==> src/rtl/assert_macros.svh <==
// Assertion macros used by the rate limited FIFO RTL.
// No dependencies; clocked on clk_i, disabled while rst_ni is low.
`ifndef ASSERT_MACROS_SVH
`define ASSERT_MACROS_SVH

// Check a property on every rising clock edge outside reset.
`define SWRL_ASSERT(lbl, prop, msg) \
  lbl: assert property (@(posedge clk_i) disable iff (!rst_ni) (prop)) else $error(msg);

// Check that a condition never holds.
`define SWRL_ASSERT_NEVER(lbl, cond, msg) \
  `SWRL_ASSERT(lbl, !(cond), msg)

`endif

==> src/rtl/swrl_ram.sv <==
// Simple dual port synchronous RAM, one write and one registered read port.
// No dependencies; used for the packet store and the time log.
module swrl_ram #(
  parameter int unsigned WIDTH = 64,
  parameter int unsigned DEPTH = 64,
  localparam int unsigned AW = (DEPTH > 1) ? $clog2(DEPTH) : 1
) (
  input  logic             clk_i,
  input  logic             we_i,
  input  logic [AW-1:0]    waddr_i,
  input  logic [WIDTH-1:0] wdata_i,
  input  logic [AW-1:0]    raddr_i,
  output logic [WIDTH-1:0] rdata_o
);

  logic [WIDTH-1:0] mem [DEPTH];
  logic [WIDTH-1:0] rdata_q;

  // Write port
  always_ff @(posedge clk_i) begin
    if (we_i) begin
      mem[waddr_i] <= wdata_i;
    end
  end

  // Registered read port
  always_ff @(posedge clk_i) begin
    rdata_q <= mem[raddr_i];
  end

  assign rdata_o = rdata_q;

endmodule

==> config.mk <==
export PLATFORM = sky130hd
export DESIGN_NAME = swrl_ram
export DESIGN_NICKNAME = d
export VERILOG_FILES = /design/src/rtl/assert_macros.svh /design/src/rtl/swrl_ram.sv
export SDC_FILE = /design/constraint.sdc
export NUM_CORES = 2
export LEC_CHECK = 0
export ABC_AREA = 0
export BUFFER_PORTS_ARGS = -buffer_cell sky130_fd_sc_hd__buf_4
export CORE_UTILIZATION = 55
export CTS_CLUSTER_SIZE = 12
export DETAILED_ROUTE_END_ITERATION = 16
export PLACE_DENSITY = 0.71
export SETUP_SLACK_MARGIN = 0.4
export SLEW_MARGIN = 40
export SYNTH_ARGS = -nofsm -noshare
export SYNTH_HDL_FRONTEND = slang
export SYNTH_SLANG_ARGS = --single-unit
==> constraint.sdc <==
create_clock -name clk_i -period 10.6 [get_ports clk_i]
set_input_delay 3.18 -clock clk_i [delete_from_list [all_inputs] [get_ports clk_i]]
set_output_delay 3.18 -clock clk_i [all_outputs]
set_load 0.05 [all_outputs]
* After elaboration in Yosys (flattened, before gate mapping)
Memory sizes are Yosys's and may differ from the RTL's. A register that Yosys moved wholly into a read port is not among the register bits.
Cells that the tools add are included.
** Word-level totals
- Bits in registers :: 0
- Memory bits (writable) :: 4096
- Input port bits :: 78
- Output and inout bits :: 64
- Word-level logic and storage cells :: 3
- Memories kept :: 1
** Operators by class
- Multiplexer cells :: 2
** Memory list
- mem :: words 64, width 64, read ports 1, clocked after memory_dff 1, wr ports 1, RTL line swrl_ram.sv:16 : logic [WIDTH-1:0] mem [DEPTH];
** Operators by type and width (count)
- 2-to-1 mux 1 bit :: 2

* Depth between registers and ports, before layout
- Depth after elaboration :: 2
- Mapped depth :: 9
- Gate-level depth less buffers :: 5

* Worst setup path after synthesis
No wires, ideal clock.
- Kind :: input-to-reg
- Start point :: input port waddr_i[3]
- End point :: memory mem[48][0] (enable)
- Library setup time :: 0.564 ns
- Arrival time :: 8.052 ns
- Required time :: 10.036 ns
- Setup slack :: 1.984 ns
- Stages :: 4
- Path through :: clkbuf_1 nor2b_1 nand4b_1 nor3_1
** RTL lines
- from (decl) :: RTL line swrl_ram.sv:10 : input logic [AW-1:0] waddr_i,
- to (decl) :: RTL line swrl_ram.sv:16
No word-level cell before the write port.

==> results.py <==
metrics = {
    "cts": {
        "cts_tree": "done",
        "clock_latency_ps": 970,
        "cts_hold_buf": 0,
        "cts_buffer_depth": 4,
        "cts_setup_buffers": 0,
        "htreeDepth": 5,
        "cts-buffers-inserted": 406,
        "cts.sinks": 4160,
        "cts_resized": 0,
        "cts_root_buffer": "clkbuf_16",
        "clk_pin_slew_ps": 60,
    },
    "die": {
        "ioPinCount": 142,
        "core_area_um2": 283000,
        "start_util": 0.553,
        "chipWidth_um": 535,
        "die-area_um2": 286000,
        "dieHeight_um": 535,
        "core.rowCount": 195,
    },
    "logic_synthesis": {
        "yosysUniqueCellTypes": 33,
        "synth_top_area_share": 0.787,
        "synthCells": 6598,
        "seq_area_frac_synth": 0.795,
        "synth_nets": 6676,
        "synth_area_leader_cell": "edfxtp_1",
        "syn_area_per_cell_um2": 23.7,
        "netlist_area_um2": 156000,
        "synth_flop_cell": "edfxtp_1",
        "synthArstFlopShare": 0,
        "ys_ff_latch": 4160,
        "synth.area.top_cells": "edfxtp_1 79%, mux4_2 15%, mux2i_1 0.86%",
        "ys_warn_count": 0,
        "synth_edf_count": 4096,
    },
    "global_routing": {
        "antenna_found_initial": 28,
        "grt_pass1_wl_um": 577000,
        "track_usage": 0.288,
        "grt_pass1_vias": 76500,
        "grt_max_degree": 115,
        "grt_overflow_total": 0,
    },
    "sta": {
        "period_minus_slack_ps": 5980,
        "max_freq_mhz": 167,
        "period_share": 0.564,
        "whs_ps": 823,
        "setup_viol": 0,
        "max-slew-margin-rel": 0.388,
        "fin_tns_setup_ps": 0,
        "hold_viol_final": 0,
        "clock_skew_ps": 48.5,
        "drv_slew": 0,
        "tightestPinTransition_ps": 918,
        "rsz0062_at_grt": "false",
    },
    "setup_path": {
        "endpoint_kind": "register",
        "rrSetupSlack_ps": 8450,
        "cp-start-kind": "primary input",
        "r2r-start": "mem[38][52]",
        "endpoint": "rdata_o[43]",
        "crit_type": "in -> reg",
        "worstPathArrival_ps": 6760,
        "rr_endpoint": "rdata_o[52]",
        "path_max_fanout": 66,
        "r2r_cells": 4,
        "crit_required_ps": 11380,
        "crit_start": "raddr_i[0]",
    },
    "routing": {
        "routed-via-count": 76100,
        "wl_per_cell_um": 37.1,
        "antenna_left": 0,
        "first_pass_iters": 6,
        "dr.first_iter.drc_count": 11000,
        "via_per_inst": 6.86,
        "drt_wl_total_um": 411000,
        "drc": 0,
    },
    "status": {
        "outcome": "completed",
    },
    "placed_design": {
        "dp_hpwl_um": 218000,
        "io_buffers": 141,
        "place_congestion": 0.810,
    },
    "cells_and_area": {
        "areaGrowthSynthToFinish_pct": 12.8,
        "final_nets": 7099,
        "final_cell_mix": "4096 x edfxtp_1, 1024 x mux4_2, 408 x clkbuf_16",
        "post_route_cells_drive_above_1_share": 0.273,
        "final_common_cell": "edfxtp_1",
    },
    "job": {
        "maxCapViolations": 0,
    },
    "power_and_ir_drop": {
        "powerDensity_nw_per_um2": 189,
        "peakVddDrop_v": 0.000184,
        "power_leakage_nw": 54.8,
    },
    "worst_hold_path": {
        "hold_path_class": "reg -> reg",
    },
}
-- flip-flops by register name, summed over array words and instances (netlist names) --
| signal | flops |
|---|---|
| mem | 4096 |
| rdata_o | 64 |
-- metal layers --
metal,track usage,routed length [µm],up-vias
li1,-,-,29300
met1,0.395,149000,41000
met5,0,365,-
met3,0.0566,44400,872
met2,0.467,200000,4938
met4,0.103,17100,24
-- cell families after synthesis --
| family | Yosys count | share of synthesized area |
|---|---|---|
| and+or+nand+nor | 386 | 0.0124 |
| DFF | 4160 | 0.795 |
| muxes | 1159 | 0.156 |
| buffers and inverters | 389 | 0.0118 |
| AOI/OAI and AO/OA | 504 | 0.0248 |
-- stage by stage --
step                       util  setup slack, ps  power, mW  cell area, µm²  instances
final                     0.624             4620       33.4          176000      11100
after global routing      0.624             4360       34.2          176000      11100
after CTS                 0.623             4590       33.5          176000      11100
after detailed placement  0.580             3560       20.3          164000      10300
after global placement    0.575             3530       20.3          163000      10300
after floorplan               -             1980       19.6          156000       6598
-- cell usage after synthesis (18+ instances only) --
cell and instances:
a31oi_1 18, buf_2 170, mux4_2 1024, buf_4 34, nand2_1 58, dfxtp_1 64, mux2i_1 135, nor2b_1 28
a211oi_1 63, inv_1 19, edfxtp_1 4096, and3_1 64, a22o_1 88, a22oi_1 168, or3_1 29, nand3_1 45
nor2_1 112, buf_1 20, a41oi_1 26, or2_2 28, o22ai_1 83, o221ai_1 38, clkbuf_1 140, a2bb2oi_1 19
-- how the worst min path moves through the flow --
stage                startpoint           to  slack, ps  cells after the start
detailed placement  mem[54][63]  rdata_o[63]        830                      4
floorplan           mem[30][61]  rdata_o[61]        790                      4
global route         mem[47][0]   rdata_o[0]        860                      4
CTS                  mem[47][0]   rdata_o[0]        830                      4
global placement    mem[54][63]  rdata_o[63]        820                      4
finish               mem[47][0]   rdata_o[0]        820                      4
-- where the power goes --
part	total (mW)	switching (mW)	internal (mW)
sequential	18.3	0.0917	18.2
combinational	1.69	1.09	0.600
clock	13.4	5.99	7.41
total	33.4	7.18	26.2
-- final cells by class --
| cell class | count | area, µm² |
|---|---|---|
| sequential | 4160 | 124000 |
| fill | 18300 | 106000 |
| multi-input combinational | 2049 | 30800 |
| clock buffer | 649 | 11400 |
| tap | 3743 | 4680 |
| timing repair buffer | 385 | 4270 |
| clock inverter | 65 | 790 |
| inverter | 19 | 71.3 |
| antenna | 18 | 45.0 |
-- worst max-delay path: stages --
cell and delay (ps):
buf_16 360, buf_4 530, buf_12 270, buf_4 610
mux4_2 590, mux2i_1 170, o22ai_1 170, a41oi_1 520
a211oi_1 110
Note: power is estimated with default switching activity, not from simulation.
